File: config.mk
export PLATFORM = sky130hd
export DESIGN_NAME = byte_ring_fifo_with_peek_flat
export DESIGN_NICKNAME = d
export VERILOG_FILES = /design/src/design/brf_pkg.sv /design/src/design/brf_if.sv /design/src/design/brf_ram.sv /design/src/design/byte_ring_fifo_with_peek.sv /design/src/flat_wrapper.sv
export SDC_FILE = /design/constraint.sdc
export NUM_CORES = 2
export LEC_CHECK = 0
export BUFFER_PORTS_ARGS = -buffer_cell sky130_fd_sc_hd__buf_4
export CAP_MARGIN = 40
export CORE_MARGIN = 5
export CORE_UTILIZATION = 45
export CTS_BUF_LIST = sky130_fd_sc_hd__clkbuf_8
export DETAILED_ROUTE_END_ITERATION = 10
export PLACE_DENSITY = 0.62
export SKIP_CTS_REPAIR_TIMING = 1
export SLEW_MARGIN = 20
export SYNTH_ARGS = -nofsm -noshare
export SYNTH_HDL_FRONTEND = slang
export SYNTH_HIERARCHICAL = 1
export SYNTH_SLANG_ARGS = --single-unit
File: constraint.sdc
create_clock -name clk -period 9.85 [get_ports clk]
set_clock_uncertainty 0.05 [all_clocks]
set_input_delay 0.985 -clock clk [delete_from_list [all_inputs] [get_ports clk]]
set_output_delay 0.985 -clock clk [all_outputs]
set_load 0.02 [all_outputs]
File: src/design/brf_pkg.sv
package brf_pkg;

    // Operation codes carried in the op field of an input transaction.
    localparam logic [2:0] OP_PUSH  = 3'd0;
    localparam logic [2:0] OP_POP   = 3'd1;
    localparam logic [2:0] OP_PEEK  = 3'd2;
    localparam logic [2:0] OP_SKIP  = 3'd3;
    localparam logic [2:0] OP_CLEAR = 3'd4;

    localparam int OP_W     = 3;
    localparam int BYTE_W   = 8;
    localparam int AMOUNT_W = 9;
    localparam int SIZE_W   = 9;
    localparam int COUNT_W  = 8;

    localparam int DEPTH_DEFAULT = 256;
    localparam logic [SIZE_W-1:0] RING_SIZE_RESET = 9'd256;

endpackage

File: src/design/brf_if.sv
interface brf_in_if;
    logic                             valid;
    logic                             ready;
    logic [brf_pkg::OP_W-1:0]         op;
    logic [brf_pkg::BYTE_W-1:0]       data_in;
    logic [brf_pkg::AMOUNT_W-1:0]     amount;

    modport source (output valid, output op, output data_in, output amount, input ready);
    modport sink   (input valid, input op, input data_in, input amount, output ready);
endinterface

interface brf_out_if;
    logic                             valid;
    logic                             ready;
    logic [brf_pkg::BYTE_W-1:0]       data_out;
    logic                             ok;
    logic [brf_pkg::COUNT_W-1:0]      used_count;
    logic [brf_pkg::COUNT_W-1:0]      free_count;

    modport source (output valid, output data_out, output ok, output used_count,
                    output free_count, input ready);
    modport sink   (input valid, input data_out, input ok, input used_count,
                    input free_count, output ready);
endinterface

interface brf_cfg_if;
    logic                             valid;
    logic                             ready;
    logic [brf_pkg::SIZE_W-1:0]       data;

    modport source (output valid, output data, input ready);
    modport sink   (input valid, input data, output ready);
endinterface

File: src/design/brf_ram.sv
module brf_ram #(
    parameter int WIDTH = 8,
    parameter int DEPTH = 256
) (
    input  logic                     clk,
    input  logic                     we,
    input  logic [$clog2(DEPTH)-1:0] waddr,
    input  logic [WIDTH-1:0]         wdata,
    input  logic                     re,
    input  logic [$clog2(DEPTH)-1:0] raddr,
    output logic [WIDTH-1:0]         rdata
);

    logic [WIDTH-1:0] mem [DEPTH];

    // Read data holds its value until the next read is issued.
    always_ff @(posedge clk)
    begin
        if (we)
        begin
            mem[waddr] <= wdata;
        end
        if (re)
        begin
            rdata <= mem[raddr];
        end
    end

endmodule

File: src/design/byte_ring_fifo_with_peek.sv
// Byte ring FIFO with peek and skip, one result transaction per input transaction.
// A result passes through stage one, which holds the registered memory read,
// and then through the output register before it is valid.
// Throughput: one transaction per cycle while the output side keeps up.
// Reset: rst_n clears both pointers, the pipeline valid bits and sets ring_size
// to 256; the byte store itself is not cleared and needs no clearing pass.
module byte_ring_fifo_with_peek #(
    parameter int DEPTH = brf_pkg::DEPTH_DEFAULT
) (
    input  logic  clk,
    input  logic  rst_n,
    brf_cfg_if.sink   cfg,
    brf_in_if.sink    in_ch,
    brf_out_if.source out_ch
);

    localparam int PW = (DEPTH > 1) ? $clog2(DEPTH) : 1;
    // Size arithmetic must hold both the 9-bit register and DEPTH itself.
    localparam int SW = (PW + 1 > brf_pkg::SIZE_W) ? PW + 1 : brf_pkg::SIZE_W;

    // Architectural state: ring size register and the two pointers. Both
    // pointers always stay below the effective size, so no wrap is needed
    // when they are read.
    logic [brf_pkg::SIZE_W-1:0] ring_size_reg;
    logic [PW-1:0]              head_reg, head_next;
    logic [PW-1:0]              tail_reg, tail_next;

    // Stage one holds everything about the accepted transaction except the
    // byte, which arrives from the memory in the cycle after the read is issued.
    logic                        s1_valid_reg;
    logic                        s1_ok_reg, s1_ok_next;
    logic                        s1_rd_reg, s1_rd_next;
    logic [brf_pkg::COUNT_W-1:0] s1_used_reg, s1_used_next;
    logic [brf_pkg::COUNT_W-1:0] s1_free_reg, s1_free_next;

    // Output register, which lets the next transaction enter while a result
    // waits for the consumer.
    logic                        out_valid_reg;
    logic [brf_pkg::BYTE_W-1:0]  out_data_reg;
    logic                        out_ok_reg;
    logic [brf_pkg::COUNT_W-1:0] out_used_reg;
    logic [brf_pkg::COUNT_W-1:0] out_free_reg;

    logic                        s1_advance;
    logic                        in_fire;
    logic                        cfg_fire;

    logic [SW-1:0]               rs_ext;
    logic [SW-1:0]               size_eff;
    logic [SW-1:0]               h_ext;
    logic [SW-1:0]               t_ext;
    logic [SW-1:0]               used;
    logic [SW-1:0]               used_new;
    logic [SW-1:0]               amt_ext;
    logic [SW-1:0]               h_plus_amt;
    logic [SW-1:0]               h_plus_amt_wrap;
    logic [SW-1:0]               h_inc;
    logic [SW-1:0]               t_inc;
    logic [SW-1:0]               free_new;

    logic                        ram_we;
    logic                        ram_re;
    logic [PW-1:0]               ram_raddr;
    logic [brf_pkg::BYTE_W-1:0]  ram_rdata;

    assign cfg.ready   = 1'b1;
    assign cfg_fire    = cfg.valid;

    // Stage one moves on whenever the output register is empty or being drained.
    assign s1_advance  = !out_valid_reg || out_ch.ready;
    assign in_ch.ready = !s1_valid_reg || s1_advance;
    assign in_fire     = in_ch.valid && in_ch.ready;

    // Effective ring size: the register clamped to the range 2..DEPTH.
    assign rs_ext = SW'(ring_size_reg);
    always_comb
    begin
        priority if (rs_ext < SW'(2))
        begin
            size_eff = SW'(2);
        end
        else if (rs_ext > SW'(DEPTH))
        begin
            size_eff = SW'(DEPTH);
        end
        else
        begin
            size_eff = rs_ext;
        end
    end

    assign h_ext   = SW'(head_reg);
    assign t_ext   = SW'(tail_reg);
    assign amt_ext = SW'(in_ch.amount);

    // Number of bytes held before this transaction.
    assign used = (t_ext >= h_ext) ? (t_ext - h_ext) : (size_eff - h_ext + t_ext);

    // Peek and skip offsets are bounded by the held count, so head plus the
    // offset stays below twice the size and one subtract wraps it.
    assign h_plus_amt      = h_ext + amt_ext;
    assign h_plus_amt_wrap = (h_plus_amt >= size_eff) ? (h_plus_amt - size_eff) : h_plus_amt;
    assign h_inc           = (h_ext + SW'(1) == size_eff) ? '0 : h_ext + SW'(1);
    assign t_inc           = (t_ext + SW'(1) == size_eff) ? '0 : t_ext + SW'(1);

    // Decode of the accepted transaction: pointer updates, memory access and
    // the status fields that go with the result.
    always_comb
    begin
        head_next  = head_reg;
        tail_next  = tail_reg;
        used_new   = used;
        s1_ok_next = 1'b0;
        s1_rd_next = 1'b0;
        ram_we     = 1'b0;
        ram_re     = 1'b0;
        ram_raddr  = head_reg;
        unique case (in_ch.op)
            brf_pkg::OP_PUSH:
            begin
                if (used < size_eff - SW'(1))
                begin
                    ram_we     = in_fire;
                    tail_next  = PW'(t_inc);
                    used_new   = used + SW'(1);
                    s1_ok_next = 1'b1;
                end
            end
            brf_pkg::OP_POP:
            begin
                if (used != '0)
                begin
                    ram_re     = in_fire;
                    s1_rd_next = 1'b1;
                    head_next  = PW'(h_inc);
                    used_new   = used - SW'(1);
                    s1_ok_next = 1'b1;
                end
            end
            brf_pkg::OP_PEEK:
            begin
                if (amt_ext < used)
                begin
                    ram_re     = in_fire;
                    ram_raddr  = PW'(h_plus_amt_wrap);
                    s1_rd_next = 1'b1;
                    s1_ok_next = 1'b1;
                end
            end
            brf_pkg::OP_SKIP:
            begin
                if (amt_ext > used)
                begin
                    // Skipping past the held bytes empties the ring and fails.
                    head_next = tail_reg;
                    used_new  = '0;
                end
                else
                begin
                    head_next  = PW'(h_plus_amt_wrap);
                    used_new   = used - amt_ext;
                    s1_ok_next = 1'b1;
                end
            end
            brf_pkg::OP_CLEAR:
            begin
                head_next  = tail_reg;
                used_new   = '0;
                s1_ok_next = 1'b1;
            end
            default:
            begin
                // Unused op codes change nothing and report failure.
                s1_ok_next = 1'b0;
            end
        endcase
    end

    assign free_new     = size_eff - SW'(1) - used_new;
    assign s1_used_next = brf_pkg::COUNT_W'(used_new);
    assign s1_free_next = brf_pkg::COUNT_W'(free_new);

    // The byte store. A push writes at the tail at the acceptance edge; a
    // later pop or peek of the same slot is issued at a later edge, so the
    // write has always landed before the read samples the array.
    brf_ram #(
        .WIDTH (brf_pkg::BYTE_W),
        .DEPTH (DEPTH)
    ) u_slots (
        .clk   (clk),
        .we    (ram_we),
        .waddr (tail_reg),
        .wdata (in_ch.data_in),
        .re    (ram_re),
        .raddr (ram_raddr),
        .rdata (ram_rdata)
    );

    // Pointer and ring size state. A ring size write empties the ring; the user
    // must issue it only while no transaction is in flight. The block does not enforce this.
    always_ff @(posedge clk or negedge rst_n)
    begin
        if (!rst_n)
        begin
            ring_size_reg <= brf_pkg::RING_SIZE_RESET;
            head_reg      <= '0;
            tail_reg      <= '0;
        end
        else if (cfg_fire)
        begin
            ring_size_reg <= cfg.data;
            head_reg      <= '0;
            tail_reg      <= '0;
        end
        else if (in_fire)
        begin
            head_reg <= head_next;
            tail_reg <= tail_next;
        end
    end

    // Pipeline valid bits.
    always_ff @(posedge clk or negedge rst_n)
    begin
        if (!rst_n)
        begin
            s1_valid_reg  <= 1'b0;
            out_valid_reg <= 1'b0;
        end
        else
        begin
            if (in_fire)
            begin
                s1_valid_reg <= 1'b1;
            end
            else if (s1_advance)
            begin
                s1_valid_reg <= 1'b0;
            end

            if (s1_valid_reg && s1_advance)
            begin
                out_valid_reg <= 1'b1;
            end
            else if (out_ch.ready)
            begin
                out_valid_reg <= 1'b0;
            end
        end
    end

    // Payload registers.
    always_ff @(posedge clk)
    begin
        if (in_fire)
        begin
            s1_ok_reg   <= s1_ok_next;
            s1_rd_reg   <= s1_rd_next;
            s1_used_reg <= s1_used_next;
            s1_free_reg <= s1_free_next;
        end
        if (s1_valid_reg && s1_advance)
        begin
            out_data_reg <= s1_rd_reg ? ram_rdata : '0;
            out_ok_reg   <= s1_ok_reg;
            out_used_reg <= s1_used_reg;
            out_free_reg <= s1_free_reg;
        end
    end

    assign out_ch.valid      = out_valid_reg;
    assign out_ch.data_out   = out_data_reg;
    assign out_ch.ok         = out_ok_reg;
    assign out_ch.used_count = out_used_reg;
    assign out_ch.free_count = out_free_reg;

endmodule

File: src/flat_wrapper.sv
// flat-port wrapper written by rule: the top's interface ports become plain ports
module byte_ring_fifo_with_peek_flat 
#(
    parameter int DEPTH = brf_pkg::DEPTH_DEFAULT
)
  (clk, rst_n, cfg_valid, cfg_data, cfg_ready, in_ch_valid, in_ch_op, in_ch_data_in, in_ch_amount, in_ch_ready, out_ch_valid, out_ch_data_out, out_ch_ok, out_ch_used_count, out_ch_free_count, out_ch_ready);
  brf_cfg_if cfg_i ();
  brf_in_if in_ch_i ();
  brf_out_if out_ch_i ();
  input  logic clk;
  input  logic rst_n;
  input wire logic [$bits(cfg_i.valid)-1:0] cfg_valid;
  input wire logic [$bits(cfg_i.data)-1:0] cfg_data;
  output wire logic [$bits(cfg_i.ready)-1:0] cfg_ready;
  input wire logic [$bits(in_ch_i.valid)-1:0] in_ch_valid;
  input wire logic [$bits(in_ch_i.op)-1:0] in_ch_op;
  input wire logic [$bits(in_ch_i.data_in)-1:0] in_ch_data_in;
  input wire logic [$bits(in_ch_i.amount)-1:0] in_ch_amount;
  output wire logic [$bits(in_ch_i.ready)-1:0] in_ch_ready;
  output wire logic [$bits(out_ch_i.valid)-1:0] out_ch_valid;
  output wire logic [$bits(out_ch_i.data_out)-1:0] out_ch_data_out;
  output wire logic [$bits(out_ch_i.ok)-1:0] out_ch_ok;
  output wire logic [$bits(out_ch_i.used_count)-1:0] out_ch_used_count;
  output wire logic [$bits(out_ch_i.free_count)-1:0] out_ch_free_count;
  input wire logic [$bits(out_ch_i.ready)-1:0] out_ch_ready;
  assign cfg_i.valid = cfg_valid;
  assign cfg_i.data = cfg_data;
  assign cfg_ready = cfg_i.ready;
  assign in_ch_i.valid = in_ch_valid;
  assign in_ch_i.op = in_ch_op;
  assign in_ch_i.data_in = in_ch_data_in;
  assign in_ch_i.amount = in_ch_amount;
  assign in_ch_ready = in_ch_i.ready;
  assign out_ch_valid = out_ch_i.valid;
  assign out_ch_data_out = out_ch_i.data_out;
  assign out_ch_ok = out_ch_i.ok;
  assign out_ch_used_count = out_ch_i.used_count;
  assign out_ch_free_count = out_ch_i.free_count;
  assign out_ch_i.ready = out_ch_ready;
  byte_ring_fifo_with_peek #(.DEPTH(DEPTH)) u_core (.clk(clk), .rst_n(rst_n), .cfg(cfg_i), .in_ch(in_ch_i), .out_ch(out_ch_i));
endmodule
==> flow_summary.toml <==
[yosys]
synthAdderAreaFrac_pct = 1.25
yosysUniqueCellTypes = 93
synth_fp_nets = 4670
syn_area_mm2 = 0.0868
synth.avg_cell_area_um2 = 19.0
synth.area.mux_share_pct = 13.7
synth-async-reset-ratio_pct = 1.27
synth-simple-area-share_pct = 4.04
synth_top_family_by_area = "multiplexers"
synth_ff_type = "edfxtp_1"
synth_cells = 4558
synth-compound-area-share_pct = 4.86
ys_ff_latch = 2126
yosysWarnings = 6
synth_edf_count = 2099
synth_seq_area_share_pct = 73.4
synth_xor_area_share_pct = 0.636

[cts]
clkLatencyLatePin_ns = 1.02
cts_root_buf = "clkbuf_8"
clk_path_buf_depth = 4
cts_max_level = 5
cts_tree = "built"
numCtsBuffers = 359
clkTransAtPathRegs_ns = 0.06
clock-sinks = 2126

[finish]
nets = 5128
area_delta_synth_final_pct = 12.8
utilization_pct = 51.0
layout_common_cells = "2099 x edfxtp_1, 454 x mux4_2, 362 x clkbuf_8, 338 x nor2_1, 298 x buf_4"
fillers = 15497
final_common_cell = "edfxtp_1"
regArea_mm2 = 0.0637
largest_register_ffs = 2048
drive_gt1_share_pct = 24.6
multi_input_area_mm2 = 0.0214

[route]
via_per_inst = 6.03
wl_per_cell_um = 29.2
vias = 47056
dr.max_layer_used = "met5"
wirelength_um = 227000
wl_met3_um = 21100
met2_wirelength_um = 108000
drtPass1Iterations = 5
drt_iter0_markers = 5422
antenna_left = 0
drc = 0
routedLengthMet1_um = 90500

[floorplanning]
ios = 62
die_h_um = 449
die_w_um = 449
start_util_pct = 45.2
die_area_mm2 = 0.202
core-area_mm2 = 0.192
rows = 161

[grt]
grt_pass1_wl_um = 331000
grt_antenna_before_repair = 10
globalRouteTotalUtil_pct = 22.3
grt_start_max_net_pins = 165
grt_pass1_vias = 47273
grt-ovfl-total = 0

[flow_run]
drv_cap = 0

[timing]
finalSetupViolations = 0
rsz0062_at_grt = "true"
slew-limit-headroom_pct = 25.7
hold_viol = 0
hold_ws_ns = 0.135
period_share_pct = 97.7
period_minus_slack_ns = 9.63
finalMaxSlewViolations = 0
max_freq_mhz = 104
max_slew.worst_pin.slew_ns = 1.12

[critical_path]
critical-path-max-stage-delay_ns = 0.61
crit_type = "flop to flop"
worstPathRequired_ns = 10.52
cp_slowest_cell = "a2111o_1"
cp-start-kind = "flop"
endpoint_kind = "flop"
rr_worst_depth = 29
crit_fanout = 41
reg2reg_slack_ns = 0.22
arrival_ns = 10.30

[hold_path]
hold_depth = 2
hold_path_class = "input port to flop"

[power_and_ir_drop]
p_comb_share_pct = 10.3
power.switching_mw = 4.59
clock_power_share_pct = 36.6
seq_power_share_pct = 53.1
ir_drop_uv = 158
swShare_pct = 24.3
internal-power_mw = 14.3
leakage_nw = 31.0
powerDensity_mw_per_mm2 = 193

[placement]
globalplace.congestion = 0.891
hpwl_um = 145000
portBuffers = 60

[run_status]
status = "finished, final reports clean"
power by group through the flow:
stage | logic (mW) | registers (mW) | clock network (mW)
2_1_floorplan | 1.27 | 10.2 | 0
3_3_place_gp | 1.92 | 10.2 | 0
3_5_place_dp | 1.94 | 10.2 | 0
4_1_cts | 1.95 | 10.0 | 7.07
5_1_grt | 2.08 | 10.0 | 7.53
6_report | 1.95 | 10.0 | 6.90
final timing paths:
kind	startpoint	end
max in group asynchronous	rst_n	u_core/ring_size_reg[8]$_DFFE_PN1P_
min	in_ch_valid	u_core/s1_valid_reg$_DFFE_PN0P_
min in group asynchronous	rst_n	u_core/s1_valid_reg$_DFFE_PN0P_
min reg2reg	u_core/s1_used_reg[2]$_DFFE_PP_	u_core/out_ch.used_count[2]$_DFFE_PP_
max reg2reg	u_core/ring_size_reg[5]$_DFFE_PN0P_	u_core/u_slots/rdata[3]$_DFFE_PP_
max	u_core/ring_size_reg[5]$_DFFE_PN0P_	u_core/u_slots/rdata[3]$_DFFE_PP_
layout make-up:
type,count,share of cell area (%)
Antenna cell,1,0.00255
Clock buffer,361,5.07
Clock inverter,258,1.21
Inverter,82,0.314
Multi-Input combinational cell,2092,21.9
Sequential cell,2126,65.0
Tap cell,2526,3.23
Timing Repair Buffer,355,3.29
critical path: cells and delay by family (launching register included):
| kind | cells | cell delay, ns |
|---|---|---|
| mux | 1 | 0.56 |
| buf+inv | 5 | 0.97 |
| compound gates | 11 | 3.46 |
| simple gates | 8 | 2.27 |
| fa+ha+maj | 4 | 1.61 |
| flops | 1 | 0.42 |
cell families after synthesis:
group,count (synthesis)
AOI/OAI and AO/OA,605
xor gates and xnor gates,63
adders and majority gates,79
buffers and inverters,340
DFF,2126
muxes,613
other,1
and+or+nand+nor,731
through the flow:
stage               setup slack, ns  cells  setup TNS [ns]  cell area, um^2  total power, mW
global route                 -0.112   7801          -0.211            98000             19.6
detailed placement            0.191   7118               0            91200             12.2
CTS                           0.183   7737               0            97400             19.0
floorplan                      1.91   4558               0            86800             11.5
finish                        0.223   7801               0            98000             18.9
global placement              0.180   7055               0            90600             12.1
Yosys cell counts, types with 23 or more instances:
cell | instances | share of area [%]
a211oi_1 | 25 | 0.22
a21oi_1 | 144 | 0.83
a22oi_1 | 136 | 1.2
buf_1 | 23 | 0.099
buf_2 | 34 | 0.20
buf_4 | 28 | 0.24
clkbuf_1 | 129 | 0.56
dfrtp_1 | 26 | 0.75
edfxtp_1 | 2099 | 73
ha_1 | 65 | 0.94
inv_1 | 79 | 0.34
mux2i_1 | 143 | 1.6
mux4_2 | 454 | 12
nand2_1 | 79 | 0.34
nand2b_1 | 24 | 0.17
nand3_1 | 55 | 0.32
nor2_1 | 341 | 1.5
nor2b_1 | 47 | 0.34
nor3_1 | 46 | 0.27
nor4_1 | 26 | 0.19
o21ai_0 | 60 | 0.35
o221ai_1 | 46 | 0.46
o22ai_1 | 35 | 0.25
xnor2_1 | 47 | 0.47
routing by layer:
| layer | GRT usage, % | up-vias |
|---|---|---|
| met4 | 7.19 | 4 |
| met3 | 4.85 | 425 |
| met1 | 31.0 | 24622 |
| met2 | 35.4 | 2343 |
| li1 | - | 19662 |
| met5 | 0 | - |
Power figures use the tool's default switching activity.
